<file path="config.mk">
export PLATFORM = sky130hd
export DESIGN_NAME = qalu_sat
export DESIGN_NICKNAME = d
export VERILOG_FILES = /design/src/hdl/qalu_sat.sv
export SDC_FILE = /design/constraint.sdc
export NUM_CORES = 1
export LEC_CHECK = 0
export ABC_CLOCK_PERIOD_IN_PS = 800
export BUFFER_PORTS_ARGS = -buffer_cell sky130_fd_sc_hd__buf_2
export CAP_MARGIN = 15
export CORE_AREA = 4 4 41 43
export DETAILED_ROUTE_END_ITERATION = 16
export DIE_AREA = 0 0 45 47
export PLACE_DENSITY = 0.54
export SLEW_MARGIN = 40
export SYNTH_ARGS = -nofsm -noshare
export SYNTH_HDL_FRONTEND = slang
export SYNTH_SLANG_ARGS = --single-unit
</file>
<file path="constraint.sdc">
create_clock -name vclk -period 0.8
set_input_delay 0.12 -clock vclk [all_inputs]
set_output_delay 0.12 -clock vclk [all_outputs]
set_load 0.01 [all_outputs]
</file>
<file path="src/hdl/qalu_sat.sv">
// qalu_sat: clamps a signed value to a narrower signed range.
// Pure combinational; no dependencies.
module qalu_sat #(
	parameter int IW = 17,
	parameter int OW = 16
) (
	input  logic signed [IW-1:0] x,
	output logic signed [OW-1:0] y
);

	localparam logic signed [IW-1:0] MAXV = {{(IW-OW+1){1'b0}}, {(OW-1){1'b1}}};
	localparam logic signed [IW-1:0] MINV = {{(IW-OW+1){1'b1}}, {(OW-1){1'b0}}};

	// clamp to the output range
	always_comb begin
		if (x > MAXV) begin
			y = MAXV[OW-1:0];
		end else if (x < MINV) begin
			y = MINV[OW-1:0];
		end else begin
			y = x[OW-1:0];
		end
	end

endmodule

</file>
Yosys cells after proc, flatten, opt, wreduce, memory -nomap -nowiden
Cells that the tools add are included.
{"block": "word_totals", "input_bits": 17, "out_inout_bits": 16, "regBits": 0, "elab_cells": 4}
{"block": "op_classes", "order_cmp": 2, "mux": 2}
{"operator": "16-bit two-way mux", "count": 2}
{"operator": "17-bit by 16-bit > comparator with 1-bit output (second input constant)", "count": 1}
{"operator": "17-bit by 16-bit < comparator with 1-bit output (second input constant)", "count": 1}

Longest topological paths before layout
Gate-level depths: netlist of run 1.
{"block": "depth", "depth_word": 3, "mapped_depth": 3, "depth_no_buf": 2}

Worst setup path before layout of run 1
OpenSTA, ideal clock, no wires.
{"block": "synth_timing", "path_kind": "input to output", "startpoint": "in x[15]", "endpoint": "out y[0]", "arrival_time_ns": 0.490, "n_path_buf": 1, "cell_stages": 3, "path_slack_ns": 0.190, "path_cell_list": "buf_4 > nor2_1 > o21ai_1"}
{"block": "synth_via", "elab_chain_cells": 3, "elab_cells_between_ends": 4}
{"element": "start: declaration", "line_no": "7", "rtl": "input logic signed [IW-1:0] x,"}
{"element": "17-bit by 16-bit < comparator with 1-bit output", "line_no": "18", "rtl": "end else if (x < MINV) begin"}
{"element": "16-bit two-way mux", "line_no": "18"}
{"element": "16-bit two-way mux *", "line_no": "16", "rtl": "if (x > MAXV) begin"}
{"element": "end: declaration", "line_no": "8", "rtl": "output logic signed [OW-1:0] y"}
Every way passes the cells marked *; elsewhere a longest branch is shown, timed or not.

Worst setup path in the final report of run 1
{"block": "layout_timing", "startpoint": "in x[15]", "endpoint": "out y[6]"}
Same word-level chain as after synthesis.

==> results.md, run 1 <==
Power and ir drop:
- In this run the power density over the cells is 635 nW/µm².
- For this design the static power due to leakage is 0.000271 µW.
- IR analysis of the VDD net gives a maximum drop of 0.242 mV.
- The total power draw is 372 µW.

Placed design:
- The number of instances in the placed design is 94.
- The HPWL reported at the end of detailed placement is about 670 µm.
- The count of buffers from port buffering is 33.
- The placer congestion estimate is between 0.6 and 0.7.

Logic synthesis:
- The Yosys step of the flow raised 0 warnings.
- Dividing the synthesized area by the synthesized cell count gives 5.21 µm².
- The netlist uses 8 different library cells.
- The number of nets handed over by synthesis was 67.
- The sequential area share after synthesis is 0%.
- Synthesis produced a netlist whose cell count is 50.
- The total standard cell area after synthesis is roughly 260 µm².

Timing:
- The sum of negative setup slack is 0 ns.
- The clock period minus final worst setup slack is 0.800 ns.
- The measured slew at the worst slew-check pin is 0.218 ns.
- In the finished design, the share of the clock period the worst path needs comes to approximately 100%.
- Setup repair after global routing could not meet its margin everywhere.
- The final-report hold violation count was 0.
- Headroom to the max-slew limit came out at 85.5%.
- Based on the critical path, the design can be clocked at up to 1250 MHz.
- Setup violations remaining at the end of the flow were counted as 0.
- The count of pins over their slew limit is 0.

Critical path:
- The critical path's slowest cell is buf_12.
- The largest fanout of any net on the critical path is 8.
- The setup path with the least slack is of type primary input to output port.
- STA classifies the critical path startpoint as a primary input.
- The dominant cell type by count on the critical path is buf_12.
- The arrival time reported for the critical path endpoint is 0.68 ns.
- The kind of end point of the critical path is an output port.
- Data on the critical path is required at its endpoint by 0.68 ns.
- The largest single stage delay on the critical path is 0.14 ns.
- The signal on the critical path passes through buf_12 -> buf_12 -> nor2_2 -> o21ai_2 -> buf_2.

Route:
- After detailed routing, the average wire length per cell comes to 10.6 µm.
- For this run, the detailed router's first-pass iteration total came to 1.
- The total detailed-routing wirelength is 1020 µm.
- The number of remaining DRC errors is 0.
- Detailed routing inserted a total of 437 vias.
- The number of DRC markers in iteration 0 is 0.
- The final antenna-violating net count is 0.
- Dividing the detail-routed via count by the number of cells gives between 4 and 5.

Global route:
- The largest net degree at the start of global routing is 17.
- The via count of the first global-routing pass is 393.
- The total track usage is under 10%.
- The number of antenna violations at the first check in global routing was 0.
- The wire length of the first global-routing pass is 1590 µm.
- Global routing finished with a remaining overflow of 0.

Die:
- 33 I/O pins were placed.
- The placeable core region is 1300 µm².
- The die is 45 µm wide.
- The floorplan has 13 rows.
- The die is 47 µm tall.
- The die covers 2120 µm².
- The starting utilization of the core area is 20.0%.

Final layout:
- The number of clock buffer instances in the layout is 0.
- The sequential standard cell area is 0 µm².
- The number of antenna diodes is 0.
- The final sequential cell count is 0.
- The area taken by multi-input logic gates is 310 µm².
- The final layout contains 100 nets.
- From synthesis to final layout, the design area changed by 125%.
- Once layout is complete, the cells apart from fillers number 96.
- The fraction of layout instances using a drive strength above 1 is 74.1%.
- The filler cell count in the final layout is 138.

Worst hold path:
- The kind of path behind the tightest hold check is primary input to output port.
- The cell depth of the worst hold path is 4.
- The hold path endpoint is y[2].
- The startpoint identified for the worst hold timing path is x[2].

Job:
- The max-cap check violation count is 0.

Clock network:
- The number of hold buffers added after CTS was 0.
- Once the clock tree was built, the setup fixing pass inserted 0 buffers.

Outcome:
- The flow ran to the end, and the final reports show no timing, DRC or antenna violations.
-- synthesized netlist by cell type --
master | n | area [µm²]
buf_2 | 1 | 5.00
buf_4 | 2 | 15.0
buf_6 | 1 | 11.3
clkbuf_1 | 1 | 3.75
nand2_1 | 15 | 56.3
nor2_1 | 15 | 56.3
o21ai_1 | 5 | 25.0
o21ai_2 | 10 | 87.6
-- cells in the final DEF (no fill, tap or decap) --
cell | netlist | final
nor2_1 | 15 | 1
o21ai_1 | 5 | 5
nor2_2 | 0 | 4
o21ai_2 | 10 | 10
buf_4 | 2 | 1
buf_2 | 1 | 31
buf_16 | 0 | 2
buf_12 | 0 | 2
nand2_1 | 15 | 15
nor2_4 | 0 | 10
-- layout make-up --
cell class,instances,area share (%)
Multi-Input combinational cell,45,52.9
Tap cell,15,3.20
Timing Repair Buffer,36,43.9
-- cell families (layout without fill, tap and decap cells) --
group	count (synthesis)	in the layout	synth area share, %
AND/OR/NAND/NOR	30	30	43.3
buffers and inverters	5	36	13.5
AO/OA/AOI/OAI	15	15	43.3
-- metrics by stage --
| step | instance area (µm²) | worst slack [ns] | utilization (%) | hold WS (ns) |
|---|---|---|---|---|
| after global routing | 587 | -0.0301 | 45.1 | 0.582 |
| final | 587 | 0.000210 | 45.1 | 0.560 |
| after CTS | 553 | -0.00215 | 42.5 | 0.553 |
| after global placement | 429 | -0.0513 | 33.0 | 0.540 |
| after detailed placement | 429 | -0.0510 | 33.0 | 0.544 |
| after floorplan | 260 | 0.190 | - | 0.329 |
-- worst max-delay path by stage --
stage            to  slack [ns]  startpoint
3_3_place_gp   y[3]       -0.05       x[16]
3_5_place_dp   y[6]       -0.05       x[15]
2_1_floorplan  y[0]        0.19       x[15]
6_report       y[6]      0.0002       x[15]
5_1_grt        y[3]       -0.03       x[15]
4_1_cts        y[6]      -0.002       x[15]
-- metal layers --
layer,vias up,GRT usage [%],routed length (µm),part of all wire [%]
met4,0,0,0,0
met3,0,1.92,119,12
li1,225,-,-,-
met5,-,0,0,0
met2,22,18.1,512,50
met1,190,11.2,386,38
-- timing repair --
action                                  4_1_cts  5_1_grt
cloned                                        2        0
resized for setup                            22        9
endpoints found under the setup margin       15       14
pin swaps                                     3        8
-- critical path: cells and delay by family --
| kind | cells | cell delay [ns] |
|---|---|---|
| AO/OA/AOI/OAI | 1 | 0.05 |
| AND/OR/NAND/NOR | 1 | 0.11 |
| buffers and inverters | 3 | 0.40 |
-- report_power, final --
part,internal (µW),leakage (µW),switching (µW)
clock network,0,0,0
registers,0,0,0
logic,181,0.000271,192
No activity file was read; power rests on OpenSTA's default activity.
==> run 2, diff against run 1 <==
--- a/config.mk
+++ b/config.mk
@@ -5,13 +5,14 @@
 export SDC_FILE = /design/constraint.sdc
 export NUM_CORES = 1
 export LEC_CHECK = 0
+export ABC_AREA = 1
 export ABC_CLOCK_PERIOD_IN_PS = 800
 export BUFFER_PORTS_ARGS = -buffer_cell sky130_fd_sc_hd__buf_2
 export CAP_MARGIN = 15
 export CORE_AREA = 4 4 41 43
 export DETAILED_ROUTE_END_ITERATION = 16
 export DIE_AREA = 0 0 45 47
-export PLACE_DENSITY = 0.54
+export PLACE_DENSITY = 0.47
 export SLEW_MARGIN = 40
 export SYNTH_ARGS = -nofsm -noshare
 export SYNTH_HDL_FRONTEND = slang
==> run 2 against run 1 <==
Compared with the run above:
- wire length decreased by 21%
- sequential share of layout area unchanged
- cell area decreased by 29%
- critical path type unchanged
- area after synthesis decreased by 32%
- synthesized cell count decreased by 26%
- worst setup slack improved by 0.043 ns
- die area unchanged
==> results.md, run 2 <==
Timing:
- The measured slew at the worst slew-check pin was 0.112 ns (was 0.218 ns).
- The count of pins over their slew limit is 0 (unchanged).
- Unrepaired setup endpoints after global routing: no (was yes).
- The clock period minus final worst setup slack is 0.756 ns (was 0.800 ns).
- The count of final setup violators is 0 (unchanged).
- The highest attainable clock frequency was 1320 MHz (was 1250 MHz).
- The final period utilization is 94.5% (was 100%).
- The final-report hold violation count is 0 (unchanged).
- The sum of negative setup slack is 0 ns (unchanged).
- The worst relative slew slack is 92.6% (was 85.5%).

Power and ir drop:
- The maximum resistive drop on vdd is 0.223 mV (was 0.242 mV).
- The power density over the cells came to 657 nW/µm² (was 635 nW/µm²).
- The relative contribution of the clock network to total power is 0% (about the same).
- The static leakage power was 0.000264 µW (was 0.000271 µW).
- The internal power component is 125 µW (was 181 µW).
- The switching share of total power is 54.3% (was 51.4%).
- The relative contribution of sequential cells to total power came to 0% (about the same).
- The net load switching power is 148 µW (was 192 µW).
- The total power draw is 273 µW (was 372 µW).
- The fraction of power consumed by combinational cells was 100.0% (about the same).

Worst hold path:
- The kind of path behind the tightest hold check was primary input to output port (unchanged).
- The cell depth of the worst hold path is 2 (was 4).

Final layout:
- The fraction of layout instances using a drive strength above 1 is 69.1% (was 74.1%).
- The area taken by multi-input logic gates is 195 µm² (was 310 µm²).
- The sequential standard cell area was 0 µm² (unchanged).
- The final sequential cell count came to 0 (unchanged).
- The number of antenna diodes came to 0 (unchanged).
- The filler cell count in the final layout came to 157 (was 138).
- The number of clock buffer instances in the layout was 0 (unchanged).
- The non-filler instance count after layout is 83 (was 96).
- The layout net count is 87 (was 100).
- The most common cell after layout, fill and taps aside is buf_2 (unchanged).
- Most frequent cells in the layout: buf_2, nand2_1, nand2_2, nand2_8, buf_6 (was buf_2, nand2_1, nor2_4, o21ai_2, o21ai_1).
- The area growth from synthesis to final layout is 134% (was 125%).

Logic synthesis:
- The synthesis warning total is 0 (unchanged).
- The distinct cell type count after synthesis was 6 (was 8).
- The instance count of the mapped netlist is 37 (was 50).
- Most numerous cell types in the synthesized netlist: nand2_1, inv_2, nand2_4 (was nand2_1, nor2_1, o21ai_2, o21ai_1, buf_4).
- The synthesized net count was 54 (was 67).
- The synthesized area per cell came to 4.80 µm² (was 5.21 µm²).
- The most common cell in the synthesized netlist is nand2_1.
- The dominant cell type by area after synthesis is nand2_1 (was o21ai_2).
- Biggest area contributors in the synthesized netlist: nand2_1, nand2_4, buf_12 (was o21ai_2, nand2_1, nor2_1).
- The portion of synthesized cell area occupied by the leading cell type is 63.4% (was 33.7%).
- The total standard cell area after synthesis was 178 µm² (was 260 µm²).
- The sequential area share after synthesis is 0% (unchanged).

Placed design:
- The placer congestion estimate is 0.707 (was 0.606).
- The number of instances in the placed design was 82 (was 94).
- The count of buffers from port buffering is 33 (unchanged).
- The HPWL reported at the end of detailed placement was 545 µm (was 671 µm).

Critical path:
- The required time of the critical path is 0.68 ns (about the same).
- The arrival time reported for the critical path endpoint came to 0.64 ns (was 0.68 ns).
- The largest fanout of any net on the critical path is 8 (unchanged).
- The category of the worst setup path launch point is a primary input (unchanged).
- The kind of critical path is primary input to output port (unchanged).
- The kind of end point of the critical path is an output port (unchanged).

Die:
- The placeable core region is 1300 µm² (unchanged).
- The width of the chip is 45 µm (unchanged).
- The height of the chip is 47 µm (unchanged).
- The row count is 13 (unchanged).
- The total die area is 2120 µm² (unchanged).
- The starting utilization of the core area is 13.7% (was 20.0%).
- The number of placed I/O pins came to 33 (unchanged).

Route:
- The average wire per standard cell was 9.70 µm (was 10.6 µm).
- The number of detailed-route iterations in the first pass is 2 (was 1).
- The via count was 334 (was 437).
- The total detailed-routing wirelength is 805 µm (was 1020 µm).
- The number of DRC markers in iteration 0 is 1 (was 0).
- The number of remaining DRC errors is 0 (unchanged).
- The detail-routed via count per cell came to 4.02 (was 4.55).
- The final antenna-violating net count is 0 (unchanged).

Job:
- The max-cap check violation count is 0 (unchanged).

Global route:
- The number of antenna violations at the first check in global routing is 0 (unchanged).
- The remaining global-route overflow came to 0 (unchanged).
- The via count of the first global-routing pass is 214 (was 393).
- The largest net degree at the start of global routing is 16 (was 17).
- The total track usage was 5.27% (was 9.36%).
- The wire length of the first global-routing pass is 903 µm (was 1590 µm).

Clock network:
- The number of hold buffers added after cts was 0 (unchanged).

Outcome:
- Run status: finished, final reports clean (unchanged).
==> run 2: changes by cell type in the layout (fill, tap and decap cells not counted), moves of 2 or more <==
cell / previous run / this run
nor2_4: 10 / 0
nand2_2: 0 / 9
o21ai_2: 10 / 0
buf_12: 2 / 0
o21ai_1: 5 / 0
nor2_2: 4 / 0
nand2_1: 15 / 21
buf_16: 2 / 0
buf_6: 0 / 3
nand2_8: 0 / 3
==> run 2: metrics by stage <==
step                setup slack (ns)  area (µm²)  utilization, %  hold WS [ns]
finish                        0.0436         415            31.9         0.509
global route                0.000638         415            31.9         0.513
global placement             0.00745         327            25.1         0.504
floorplan                      0.202         178               -         0.342
detailed placement           0.00620         327            25.1         0.506
CTS                          0.00368         327            25.1         0.507
==> run 2: repair_timing <==
item / 4_1_cts / 5_1_grt
gates resized for setup: 0 / 22
setup buffers: 0 / 0
setup endpoints to repair: 0 / 14
==> run 2: per-layer routing <==
metal  wire, µm  GRT usage [%]
met5          0              0
met2        354           9.04
met4          0              0
met3        122           1.15
met1        328           7.19
==> run 2: area by class of cell <==
type,instances,area share [%]
Multi-Input combinational cell,33,47.0
Tap cell,15,4.52
Inverter,2,4.22
Timing Repair Buffer,33,44.3
==> run 2: power groups by stage <==
| stage | Sequential (µW) | Combinational, µW | Clock (µW) |
|---|---|---|---|
| floorplan | 0 | 123 | 0 |
| global placement | 0 | 218 | 0 |
| detailed placement | 0 | 216 | 0 |
| CTS | 0 | 217 | 0 |
| global route | 0 | 301 | 0 |
| finish | 0 | 273 | 0 |
==> run 2: worst max-delay path, stage by stage <==
cell and delay (ns):
buf_6 0.12, inv_8 0.08, nand2_8 0.08, nand2_2 0.06, nand2_1 0.06, buf_6 0.12
==> run 2: cells by family (layout without fill, tap and decap cells) <==
group	count (synthesis)	after routing	synth area share, %
buf+inv	5	35	23.9
simple gates	32	33	76.1
==> run 2: worst paths after layout <==
kind              startpoint     to
hold / removal         x[16]  y[15]
setup / recovery       x[15]   y[2]
