### src/hdl/qalu_hsum.sv
// qalu_hsum: combines registered cross products into Hamilton and dot sums.
// Sums are taken at ACCW bits and shifted right by FRAC toward minus infinity.
// No dependencies.
module qalu_hsum #(
	parameter int PW    = 32,
	parameter int ACCW  = 34,
	parameter int FRAC  = 12
) (
	input  logic signed [PW-1:0]   prod [4][4],
	output logic signed [ACCW-1:0] hs [4],
	output logic signed [ACCW-1:0] ds
);

	logic signed [ACCW-1:0] e [4][4];
	logic signed [ACCW-1:0] h [4];
	logic signed [ACCW-1:0] d;

	// extend or wrap each product to the accumulator width
	always_comb begin
		for (int i = 0; i < 4; i++) begin
			for (int j = 0; j < 4; j++) begin
				e[i][j] = ACCW'(prod[i][j]);
			end
		end
	end

	// Hamilton product sums in x,y,z,w order, plus the dot sum
	always_comb begin
		h[0] = e[3][0] + e[0][3] + e[1][2] - e[2][1];
		h[1] = e[3][1] - e[0][2] + e[1][3] + e[2][0];
		h[2] = e[3][2] + e[0][1] - e[1][0] + e[2][3];
		h[3] = e[3][3] - e[0][0] - e[1][1] - e[2][2];
		d    = e[0][0] + e[1][1] + e[2][2] + e[3][3];
		for (int i = 0; i < 4; i++) begin
			hs[i] = h[i] >>> FRAC;
		end
		ds = d >>> FRAC;
	end

endmodule

### config.mk
export PLATFORM = sky130hd
export DESIGN_NAME = qalu_hsum
export DESIGN_NICKNAME = d
export VERILOG_FILES = /design/src/hdl/qalu_hsum.sv
export SDC_FILE = /design/constraint.sdc
export NUM_CORES = 1
export LEC_CHECK = 0
export ABC_CLOCK_PERIOD_IN_PS = 6500
export BUFFER_PORTS_ARGS = -buffer_cell sky130_fd_sc_hd__buf_2
export CAP_MARGIN = 10
export CORE_AREA = 2 2 267 269
export DETAILED_ROUTE_END_ITERATION = 6
export DIE_AREA = 0 0 269 271
export GPL_TIMING_DRIVEN = 0
export MAX_ROUTING_LAYER = met4
export SYNTH_ARGS = -nofsm -noshare
export SYNTH_HDL_FRONTEND = slang
export SYNTH_SLANG_ARGS = --single-unit
export TNS_END_PERCENT = 100
### constraint.sdc
create_clock -name vclk -period 6.5
set_clock_uncertainty 0.2 [all_clocks]
set_input_delay 1.3 -clock vclk [all_inputs]
set_output_delay 1.3 -clock vclk [all_outputs]
set_load 0.02 [all_outputs]
# == Word-level counts from Yosys, hierarchy flattened ==
# Index checks and enable logic that the tools add are counted.
# word_totals
regBits,0
inputBits,512
out_inout_bits,170
elab_cells,15
# classes
n_addsub,15
# ops
operator,n
$add A33 B32 Y34,3
$add A34 B32 Y34,3
$add A32 B32 Y33,3
$sub A33 B32 Y34,2
$sub A34 B32 Y34,2
$sub A32 B32 Y33,2

# == Longest topological paths before layout ==
# Gate-level depths: netlist (run 1).
# logic_depth
word_depth,3
ltp_mapped,17
depth_no_buf,15

# == Worst setup path after synthesis (run 1) ==
# No wires, ideal clock.
# synth_timing
kind,in2out
start,in prod[43] in the netlist's numbering
end,out hs[56] in the netlist's numbering
t_arrival_ns,5.221
required_time_ns,5.000
setup_slack_ns,-0.221
path_stages,15
path_buffers,1
path_cell_list,fa_1 -> inv_1 -> fa_1 -> inv_1 -> ha_1 -> and4_1 -> nand2_1 -> o21ai_0 -> a31oi_1 -> o31ai_1 -> a21oi_1 -> a21oi_1 -> o41ai_1 -> xnor2_1 -> buf_4
# synth_lines
element,line,source
from (decl),9,"input logic signed [PW-1:0] prod [4][4],"
to (decl),10,"output logic signed [ACCW-1:0] hs [4],"

==> results by group, run 1 <==
Outcome
  – Run status: finished, violations left
  – Failing checks: negative setup slack

Layout
  – Layout cells sized above 1: 34.0%
  – Register area: 0 um^2
  – # clk buffers: 0
  – Area Overhead vs Synth: 38.2%
  – Fin cells: around 3600
  – Filler cells: approximately 7500
  – Seq cells: 0
  – Final #Nets: 3618
  – Area of the multi-input gates: ~13000 um^2

Pwr
  – Clock group share of total power: 0%
  – Sw Share: a little under three fifths
  – Net Switching: 4.32 mW
  – Maximum vdd drop: about 630 uV
  – Comb power frac: 100.0%
  – Leak: roughly 13 nW
  – Pwr/cell area: 357 nW/um^2
  – Internal: 3.42 mW
  – Power share of the sequential group: 0%

Global route
  – First-pass GRT wire length: 78200 um
  – Vias in the first global route: 15400
  – Total grt overflow: 0
  – GRT Resource Usage Total: between 10 and 15%
  – Antenna violations before repair: 10
  – Largest net degree at the start of global routing: 14

Logic synthesis
  – Synth top area share: between 40% and 50%
  – Warnings from Yosys: 0
  – Synth Cell Area: between 15000 and 20000 um^2
  – XOR/XNOR Fraction of Synth Area: 5.80%
  – Cell taking the most area after synthesis: fa_1
  – Sequential area share after synthesis: 0%
  – Post-Syn Instances: 1912
  – Mux cell area share after synthesis: 0%
  – Unique masters post-synth: a little over 60
  – Syn_area_per_cell: 8.21 um^2
  – Syn_nets: 2905
  – Largest family of logic cells by synthesized area: adder cells
  – Post-synthesis compound-gate area fraction: a little over an eighth
  – Post-Synth Adder-Cell Area: 53.5%
  – Post-synthesis simple-gate area fraction: 7.14%
  – Synth area leaders: fa_1, inv_1, ha_1

Route
  – First drt pass iteration count: 5
  – Routed via count: around 14000
  – Via density: 4.03
  – Routed wire length: 51100 um
  – Post-route ant nets: 0
  – Initial drt markers: between 400 and 500
  – Routed WL per cell: about 14 um
  – Residual DRC count: 0

Floorplan
  – Initial Utilization: between 20% and 30%
  – Die span in x: about 270 um
  – Die area: 72900 um^2
  – Chip height: approximately 270 um
  – Ports: roughly 680
  – Row Count: between 90 and 100
  – Core ar.: between 60000 and 70000 um^2

STA
  – Achievable frequency: ~150 MHz
  – Setup WS post-layout: -0.0296 ns
  – Final period util: 100%
  – Final min period: approximately 6.5 ns
  – Final Hold Vio Count: 0
  – Worst relative slew slack: between 40% and 50%
  – Setup-failing EPs final: 1
  – Least-Margin Pin Slew: roughly 0.76 ns
  – RSZ-0062 raised after global routing: true
  – Final Max Slew Viols: 0

Setup path
  – Critical Path End Type: output port
  – Worst EP required: roughly 5 ns
  – WP data arrival: just over 5 ns
  – Crit path max fanout: 3
  – Crit start category: input port
  – Setup CP Type: in2out

Placed design
  – Port buffer count: slightly below 700
  – Hpwl dp: approximately 48000 um
  – Placed instance count: 3534
  – Dpl ws: -0.807 ns
  – RD Place Congestion: ~0.96

Worst hold path
  – Hold Path Class: in2out

Flow run
  – Max-Cap Viols: 0
-- cells in the final DEF (no fill, tap or decap), drive strengths merged, types with 4 or more instances in the layout --
cell type | Yosys | layout
buf | 60 | 771
inv | 736 | 736
fa | 316 | 316
ha | 165 | 165
a21oi | 91 | 91
a21o | 85 | 85
xnor2 | 71 | 72
nor2 | 58 | 58
nand2 | 41 | 41
o21ai | 41 | 41
xor2 | 33 | 33
nand3 | 21 | 21
nor3 | 21 | 21
nand4 | 15 | 15
nor2b | 14 | 14
and3 | 12 | 12
nand2b | 11 | 11
a31oi | 11 | 11
diode | 0 | 10
o21a | 9 | 9
a211oi | 8 | 8
o211ai | 7 | 7
or3 | 7 | 7
o21bai | 6 | 6
o31ai | 6 | 6
a211o | 5 | 5
and4 | 5 | 5
a221oi | 5 | 5
a2111oi | 5 | 5
and2 | 4 | 4
nor4 | 4 | 4
-- metrics by stage --
stage          TNS, ns  instance area (um^2)  hold slack [ns]  utilization (%)  power [mW]
5_1_grt          -5.06                 21700             3.15             31.1        8.39
2_1_floorplan        0                 15700             2.86                -        4.61
3_5_place_dp    -51.48                 20300             3.10             29.1        6.67
6_report       -0.0296                 21700             3.10             31.1        7.74
4_1_cts          -1.14                 21300             3.11             30.5        7.52
3_3_place_gp    -48.75                 20300             3.09             29.1        6.64
-- power groups by stage --
stage,combinational [mW],sequential (mW),clock [mW]
6_report,7.74,0,0.000000208
5_1_grt,8.39,0,0.000000207
3_3_place_gp,6.64,0,0
3_5_place_dp,6.67,0,0
4_1_cts,7.52,0,0
2_1_floorplan,4.61,0,0
-- metal layers --
| layer | wire [um] | vias to the layer above | GRT usage [%] |
|---|---|---|---|
| met3 | 3180 | 42 | 2.58 |
| met5 | 0 | - | - |
| met2 | 25800 | 326 | 24.5 |
| met4 | 674 | 0 | 2.02 |
| li1 | - | 7100 | - |
| met1 | 21500 | 6942 | 16.9 |
-- critical path: stages --
cell and delay, ns:
buf_6 0.09, fa_1 0.51, fa_1 0.50, ha_1 0.32
a21o_1 0.16, a211o_1 0.29, a2111o_1 0.38, a211oi_2 0.30
o31ai_2 0.11, a21oi_2 0.15, buf_4 0.14, o21ai_4 0.08
a221oi_4 0.25, buf_6 0.18, xnor2_4 0.13, buf_6 0.14
-- synthesized netlist by cell type, types with 9 or more instances --
cell type and number:
inv_1 736, a21o_1 85, buf_4 60, nand4_1 15, nand2b_1 11, ha_1 165
xor2_1 33, nor2b_1 14, xnor2_1 71, nor3_1 21, and3_1 12, a31oi_1 11
o21a_1 9, nand3_1 21, a21oi_1 90, nand2_1 41, fa_1 316, nor2_1 58
o21ai_0 38
-- path summary, 6_finish.rpt --
kind	startpoint	endpoint	cells past startpoint
setup / recovery	prod[230]	hs[83]	16
hold / removal	prod[287]	hs[88]	5
-- final cells by class --
| class | instances | share of cell area, % |
|---|---|---|
| Multi-Input combinational cell | 1113 | 61.0 |
| Timing Repair Buffer | 713 | 18.5 |
| Inverter | 736 | 12.7 |
| Tap cell | 940 | 5.42 |
| Buffer | 61 | 2.27 |
| Antenna cell | 10 | 0.115 |
-- kinds of logic (layout without fill, tap and decap cells) --
group,Yosys count,count (layout)
buffers and inverters,800,1510
adder cells (fa/ha/maj),481,481
AO/OA/AOI/OAI,304,304
AND/OR/NAND/NOR,223,223
XOR/XNOR,104,105
other,0,10
-- what timing repair did --
item | CTS | global route
setup buffers | 21 | 12
cloned | 2 | 0
resized for setup | 171 | 83
setup endpoints to repair | 112 | 94
hold buffers | 0 | 0
pin swaps | 51 | 33
(Power assumes the default switching activity.)
==> inputs of run 2 (changes only) <==
Settings changed: ABC_AREA set to 1, CORE_AREA 2 2 267 269 to 2 2 262 264, DIE_AREA 0 0 269 271 to 0 0 264 266.
==> run 2 against run 1 <==
  * The run now ends clean
  * Flip-flop and latch count unchanged
  * Cell count up 23%
  * Via count up 35%
  * Non-clock buffer count down 32
  * Maximum frequency up 5.5%
  * Sequential share of layout area unchanged
  * Setup slack better by 0.34 ns
  * Wire length up 27%
==> results by group, run 2 <==
Floorplan
  – Initial Utilization: 27.8% (+5.3 points)
  – Chip height: 266 um (-1.8%)
  – Ports: 682 (unchanged)
  – Die area: 70200 um^2 (-3.7%)
  – Core ar.: 67700 um^2 (-2.9%)
  – Row Count: 96 (-1.0%)
  – Die span in x: 264 um (-1.9%)

Layout
  – Most frequent cells in the layout: inv_1, buf_2, nand2_1, fa_1, nor2_1
  – Final core utilization: 34.4% (+3.4 points)
  – Commonest non-fill, non-tap cell in the layout: inv_1
  – Final #Nets: 4506 (+25%)
  – Design Area, Final: 23300 um^2 (+7.5%)
  – Register area: 0 um^2 (unchanged)
  – Seq cells: 0 (unchanged)
  – Area Overhead vs Synth: 24.0%
  – Layout cells sized above 1: 21.8% (-12 points)
  – # clk buffers: 0 (unchanged)

Route
  – Post-route ant nets: 0 (unchanged)
  – Initial drt markers: 935 (+110%)
  – DR top layer: met4
  – Routed wire length: 64800 um (+27%)
  – Met2 wire len: 33300 um (+29%)
  – DR WL met3: 2640 um (-17%)
  – Routed via count: 19400 (+35%)
  – First drt pass iteration count: 5 (unchanged)
  – Via density: 4.41 (+9.4%)
  – Routed length on met1: 27300 um (+27%)
  – Routed WL per cell: 14.7 um (+3.0%)
  – Residual DRC count: 0 (unchanged)

Setup path
  – CP startpoint: prod[112]
  – Setup CP Type: in2out
  – Critical Path End Type: output port
  – Worst EP required: 5.00 ns (about the same)
  – Crit path max fanout: 13 (+10)
  – WP data arrival: 4.69 ns (-0.34 ns)
  – Crit start category: input port
  – CP Capture Point: hs[132]

Logic synthesis
  – Syn_nets: 3822 (+32%)
  – Cell taking the most area after synthesis: fa_1
  – Post-Syn Instances: 2829 (+48%)
  – Warnings from Yosys: 0 (unchanged)
  – Syn_area_per_cell: 6.65 um^2 (-19%)
  – Top-count cell post-synth: inv_1
  – Synth Cell Area: 18800 um^2 (+20%)
  – Synth area leaders: fa_1, inv_1, ha_1
  – Unique masters post-synth: 35 (-44%)
  – Sequential area share after synthesis: 0% (unchanged)
  – Synth cell count leaders: inv_1, nand2_1, fa_1, nor2_1, a21oi_1
  – Synth top area share: 33.6% (-6.7 points)

Pwr
  – Comb power frac: 100.0% (about the same)
  – Net Switching: 4.88 mW (+13%)
  – Sw Share: 65.3% (+9.4 points)
  – Maximum vdd drop: 215 uV (-66%)
  – Leak: 13.8 nW (+9.2%)
  – Clock group share of total power: 0% (unchanged)
  – Pwr/cell area: 320 nW/um^2 (-10%)
  – Internal: 2.59 mW (-24%)
  – Power share of the sequential group: 0% (unchanged)

STA
  – Hold slack: 3.15 ns (+0.0492 ns)
  – Final Hold Vio Count: 0 (unchanged)
  – TNS Setup: 0 ns (+0.0296 ns)
  – Setup-failing EPs final: 0 (-1)
  – Worst relative slew slack: 68.0% (+19 points)
  – Final Max Slew Viols: 0 (unchanged)
  – Final period util: 95.2% (-5.3 points)
  – Least-Margin Pin Slew: 0.475 ns (-0.288 ns)
  – RSZ-0062 raised after global routing: false
  – Achievable frequency: 162 MHz (+5.5%)
  – Final min period: 6.19 ns (-0.342 ns)

Global route
  – Vias in the first global route: 19600 (+28%)
  – Antenna violations before repair: 1 (-9)
  – First-pass GRT wire length: 101000 um (+29%)
  – GRT Resource Usage Total: 18.4% (+4.4 points)
  – Largest net degree at the start of global routing: 14 (unchanged)
  – Total grt overflow: 0 (unchanged)

Clock tree
  – Post-CTS Hold Buffers: 0 (unchanged)
  – Postcts setup bufs: 0 (-100%)

Placed design
  – RD Place Congestion: 0.994 (+3.6%)
  – Area after DPL: 23300 um^2 (+15%)
  – Hpwl dp: 61600 um (+29%)
  – Port buffer count: 682 (unchanged)

Worst hold path
  – Hold Path Class: in2out

Flow run
  – Max-Cap Viols: 0 (unchanged)

Outcome
  – Run status: finished, final reports clean
-- run 2: kinds of logic after synthesis --
| logic type | Yosys count | share of synthesized area, % |
|---|---|---|
| xor+xnor | 68 | 3.17 |
| simple gates | 934 | 20.4 |
| fa+ha+maj | 481 | 44.6 |
| buf+inv | 954 | 20.2 |
| compound gates | 392 | 11.6 |
-- run 2: metrics by stage --
step / instances / setup slack [ns] / power [mW]
global route: 4394 / 0.0488 / 8.21
finish: 4394 / 0.313 / 7.47
floorplan: 2829 / 0.944 / 4.97
global placement: 4393 / 0.132 / 7.45
detailed placement: 4393 / 0.0570 / 7.46
CTS: 4393 / 0.0440 / 7.50
-- run 2: repair_timing --
| item | CTS | global route |
|---|---|---|
| setup endpoints to repair | 0 | 13 |
| endpoints found under the hold margin | 0 | 0 |
| gates resized for setup | 0 | 1 |
-- run 2: worst min-delay path by stage --
| stage | startpoint | endpoint | cells past startpoint |
|---|---|---|---|
| after floorplan | prod[511] | ds[20] | 3 |
| after global placement | prod[478] | hs[53] | 6 |
| after detailed placement | prod[478] | hs[53] | 6 |
| after CTS | prod[478] | hs[53] | 6 |
| after global routing | prod[478] | hs[53] | 6 |
| final | prod[478] | hs[53] | 6 |
-- run 2: critical path, cell delays in order --
cell     delay, ns
buf_2         0.14
fa_1          0.54
inv_1         0.05
fa_1          0.48
inv_1         0.05
ha_1          0.33
a21oi_1       0.28
o21ai_0       0.23
a21oi_1       0.16
nand2_1       0.18
nand2_1       0.16
nand2_1       0.06
nand2_1       0.05
nand2_1       0.28
buf_4         0.25
buf_2         0.15
-- run 2: power by group through the flow --
stage          Sequential [mW]  Combinational, mW     Clock, mW
5_1_grt                      0               8.21  0.0000000206
3_5_place_dp                 0               7.46             0
6_report                     0               7.47  0.0000000206
2_1_floorplan                0               4.97             0
3_3_place_gp                 0               7.45             0
4_1_cts                      0               7.50             0
-- run 2: area by class of cell --
cell class	instances	area [um^2]
diodes	1	2.50
plain buffers	60	450
fillers	7474	44400
inverters	894	3360
multi-input cells	1875	15000
well taps	882	1100
repair buffers	682	3410
-- run 2: routing by layer --
| layer | track usage, % | vias to the layer above |
|---|---|---|
| met1 | 22.3 | 8981 |
| li1 | - | 9725 |
| met5 | - | - |
| met4 | 3.50 | 0 |
| met3 | 0.878 | 76 |
| met2 | 33.9 | 602 |
==> inputs of run 3 (changes only) <==
Settings changed: ABC_CLOCK_PERIOD_IN_PS 6500 to 6700, CORE_AREA 2 2 262 264 to 2 2 267 269, DIE_AREA 0 0 264 266 to 0 0 269 271.
Clock period 6.5 ns to 6.7 ns, I/O delays scaled along.
==> run 3 against run 2 <==
  * First-iteration DRC count up 4.4%
  * Count of clock-buffer cells in the layout unchanged
  * Cell count up 1.3%
  * Total power down 2.1%
  * Sequential share of layout area unchanged
  * Wire length up 3.7%
  * Critical path depth unchanged
  * Largest cell class unchanged
  * Highest routed layer unchanged
  * Via count up 0.78%
  * Die area up 3.8%
  * Final area up 0.32%
  * Combinational power down 2%
  * Core utilization down 0.90 points
==> results by group, run 3 (same netlist as run 2, synthesis figures left out) <==
Global route
  – Vias in the first global route: 19900 (+1.3%)
  – Met1 GRT Util: 22.0% (-0.30 points)
  – First-pass GRT wire length: 103000 um (+2.5%)
  – Total grt overflow: 0 (unchanged)
  – Antenna violations before repair: 2 (+1)
  – Global routing's busiest layer: met2
  – Largest net degree at the start of global routing: 14 (unchanged)
  – Met3 Use GR: 0.856% (-0.022 points)
  – Met2 Usage GRT: 34.3% (+0.36 points)
  – GRT Resource Usage Total: 18.4% (about the same)

STA
  – Final Hold Vio Count: 0 (unchanged)
  – Final min period: 6.35 ns
  – TNS Setup: 0 ns (unchanged)
  – Setup-failing EPs final: 0 (unchanged)
  – Final period util: 94.8%
  – Worst relative slew slack: 64.0% (-4.0 points)
  – Least-Margin Pin Slew: 0.535 ns (+0.0598 ns)
  – Final Max Slew Viols: 0 (unchanged)
  – RSZ-0062 raised after global routing: false
  – Achievable frequency: approximately 160 MHz

Route
  – Initial drt markers: 976 (+4.4%)
  – First drt pass iteration count: 6 (+1)
  – Via density: 4.39 (-0.55%)
  – Post-route ant nets: 0 (unchanged)
  – Routed wire length: 67100 um (+3.7%)
  – Routed WL per cell: 15.1 um (+2.3%)
  – Residual DRC count: 0 (unchanged)
  – Routed via count: 19500 (+0.78%)

Setup path
  – Worst EP required: 5.16 ns (+0.16 ns)
  – CP Cell Sequence: buf_2, inv_1, fa_1, fa_1, inv_1, ha_1, nand2_1, o21ai_0, a21oi_1, nand2_1, nand2_1, nand2_1, nand2_1, nand2_2, buf_4, buf_2
  – Crit path max fanout: 13 (unchanged)
  – Crit start category: input port
  – Cell at the slowest stage of the critical path: fa_1
  – WP data arrival: 4.81 ns (+0.12 ns)
  – Most numerous cell on the critical path: nand2_1
  – Crit-path max cell delay: 0.52 ns (-0.02 ns)
  – Critical Path End Type: output port
  – Setup CP Type: in2out

Flow run
  – Max-Cap Viols: 0 (unchanged)

Pwr
  – Pwr/cell area: 313 nW/um^2 (-2.4%)
  – Leak: 13.8 nW (unchanged)
  – Maximum vdd drop: 234 uV (+9.1%)
  – Final Power: 7.31 mW (-2.1%)

Placed design
  – Hpwl dp: 63900 um (+3.7%)
  – Port buffer count: 682 (unchanged)
  – RD Place Congestion: 0.981 (-1.3%)
  – Area after DPL: 23400 um^2 (+0.31%)

Layout
  – Most frequent cells in the layout: inv_1, buf_2, nand2_1, fa_1, nor2_1
  – Seq cells: 0 (unchanged)
  – Area Overhead vs Synth: 24.4%
  – Layout cells sized above 1: 21.8% (unchanged)
  – Final #Nets: 4506 (unchanged)
  – Design Area, Final: 23400 um^2 (+0.32%)
  – Register area: 0 um^2 (unchanged)
  – # clk buffers: 0 (unchanged)
  – Filler cells: 7746 (+3.6%)
  – Commonest non-fill, non-tap cell in the layout: inv_1

Floorplan
  – Ports: 682 (unchanged)
  – Row Count: 97 (+1.0%)
  – Core ar.: 69800 um^2 (+3.0%)
  – Die area: 72900 um^2 (+3.8%)
  – Die span in x: 269 um (+1.9%)
  – Initial Utilization: 26.9% (-0.81 points)
  – Chip height: 271 um (+1.9%)

Clock tree
  – Post-CTS Hold Buffers: 0 (unchanged)
  – Postcts setup bufs: 0 (unchanged)

Worst hold path
  – Hold depth: 6 (unchanged)
  – Hold Path Class: in2out

Outcome
  – Run status: finished, final reports clean
## run 3: cell count changes in the layout (fill, tap and decap cells not counted), sizes merged
cell	delta
diode	+1
## run 3: path summary, 6_finish.rpt
check                      from      to  slack (ns)
worst max-delay path  prod[335]  ds[23]        0.35
worst min-delay path  prod[287]  hs[88]        3.26
## run 3: layout make-up
type | count | area, um^2 | share of cell area, %
antenna | 2 | 5.00 | 0.0214
buffer | 60 | 450 | 1.93
inverter | 894 | 3360 | 14.3
multi-input combinational | 1875 | 15000 | 64.1
tap | 940 | 1180 | 5.03
timing repair buffer | 682 | 3410 | 14.6
## run 3: metal layers
| layer | vias up | share of wire (%) |
|---|---|---|
| met5 | - | 0 |
| met4 | 0 | 1.9 |
| met3 | 59 | 4.7 |
| met2 | 585 | 53 |
| met1 | 9163 | 41 |
| li1 | 9729 | - |
## run 3: worst max-delay path: cells and delay by family
kind	cells	cell delay, ns
adders and majority gates	3	1.36
and+or+nand+nor	6	0.95
buffers and inverters	5	0.66
AOI/OAI and AO/OA	2	0.48
## run 3: what timing repair did
| action | 4_1_cts | 5_1_grt |
|---|---|---|
| resized for setup | 0 | 1 |
| endpoints found under the hold margin | 0 | 0 |
| setup endpoints to repair | 0 | 13 |
## run 3: where the power goes
part / switching, mW / internal (mW)
combinational: 4.79 / 2.53
clock: 0 / 0.0000000400
sequential: 0 / 0
## run 3: metrics by stage
stage | worst slack [ns] | cells | util [%] | hold WS [ns]
floorplan | 1.06 | 2829 | - | 2.95
global placement | 0.100 | 4451 | 33.5 | 3.26
detailed placement | 0.0708 | 4451 | 33.5 | 3.26
CTS | 0.0759 | 4451 | 33.5 | 3.26
global route | 0.125 | 4453 | 33.5 | 3.33
finish | 0.350 | 4453 | 33.5 | 3.26
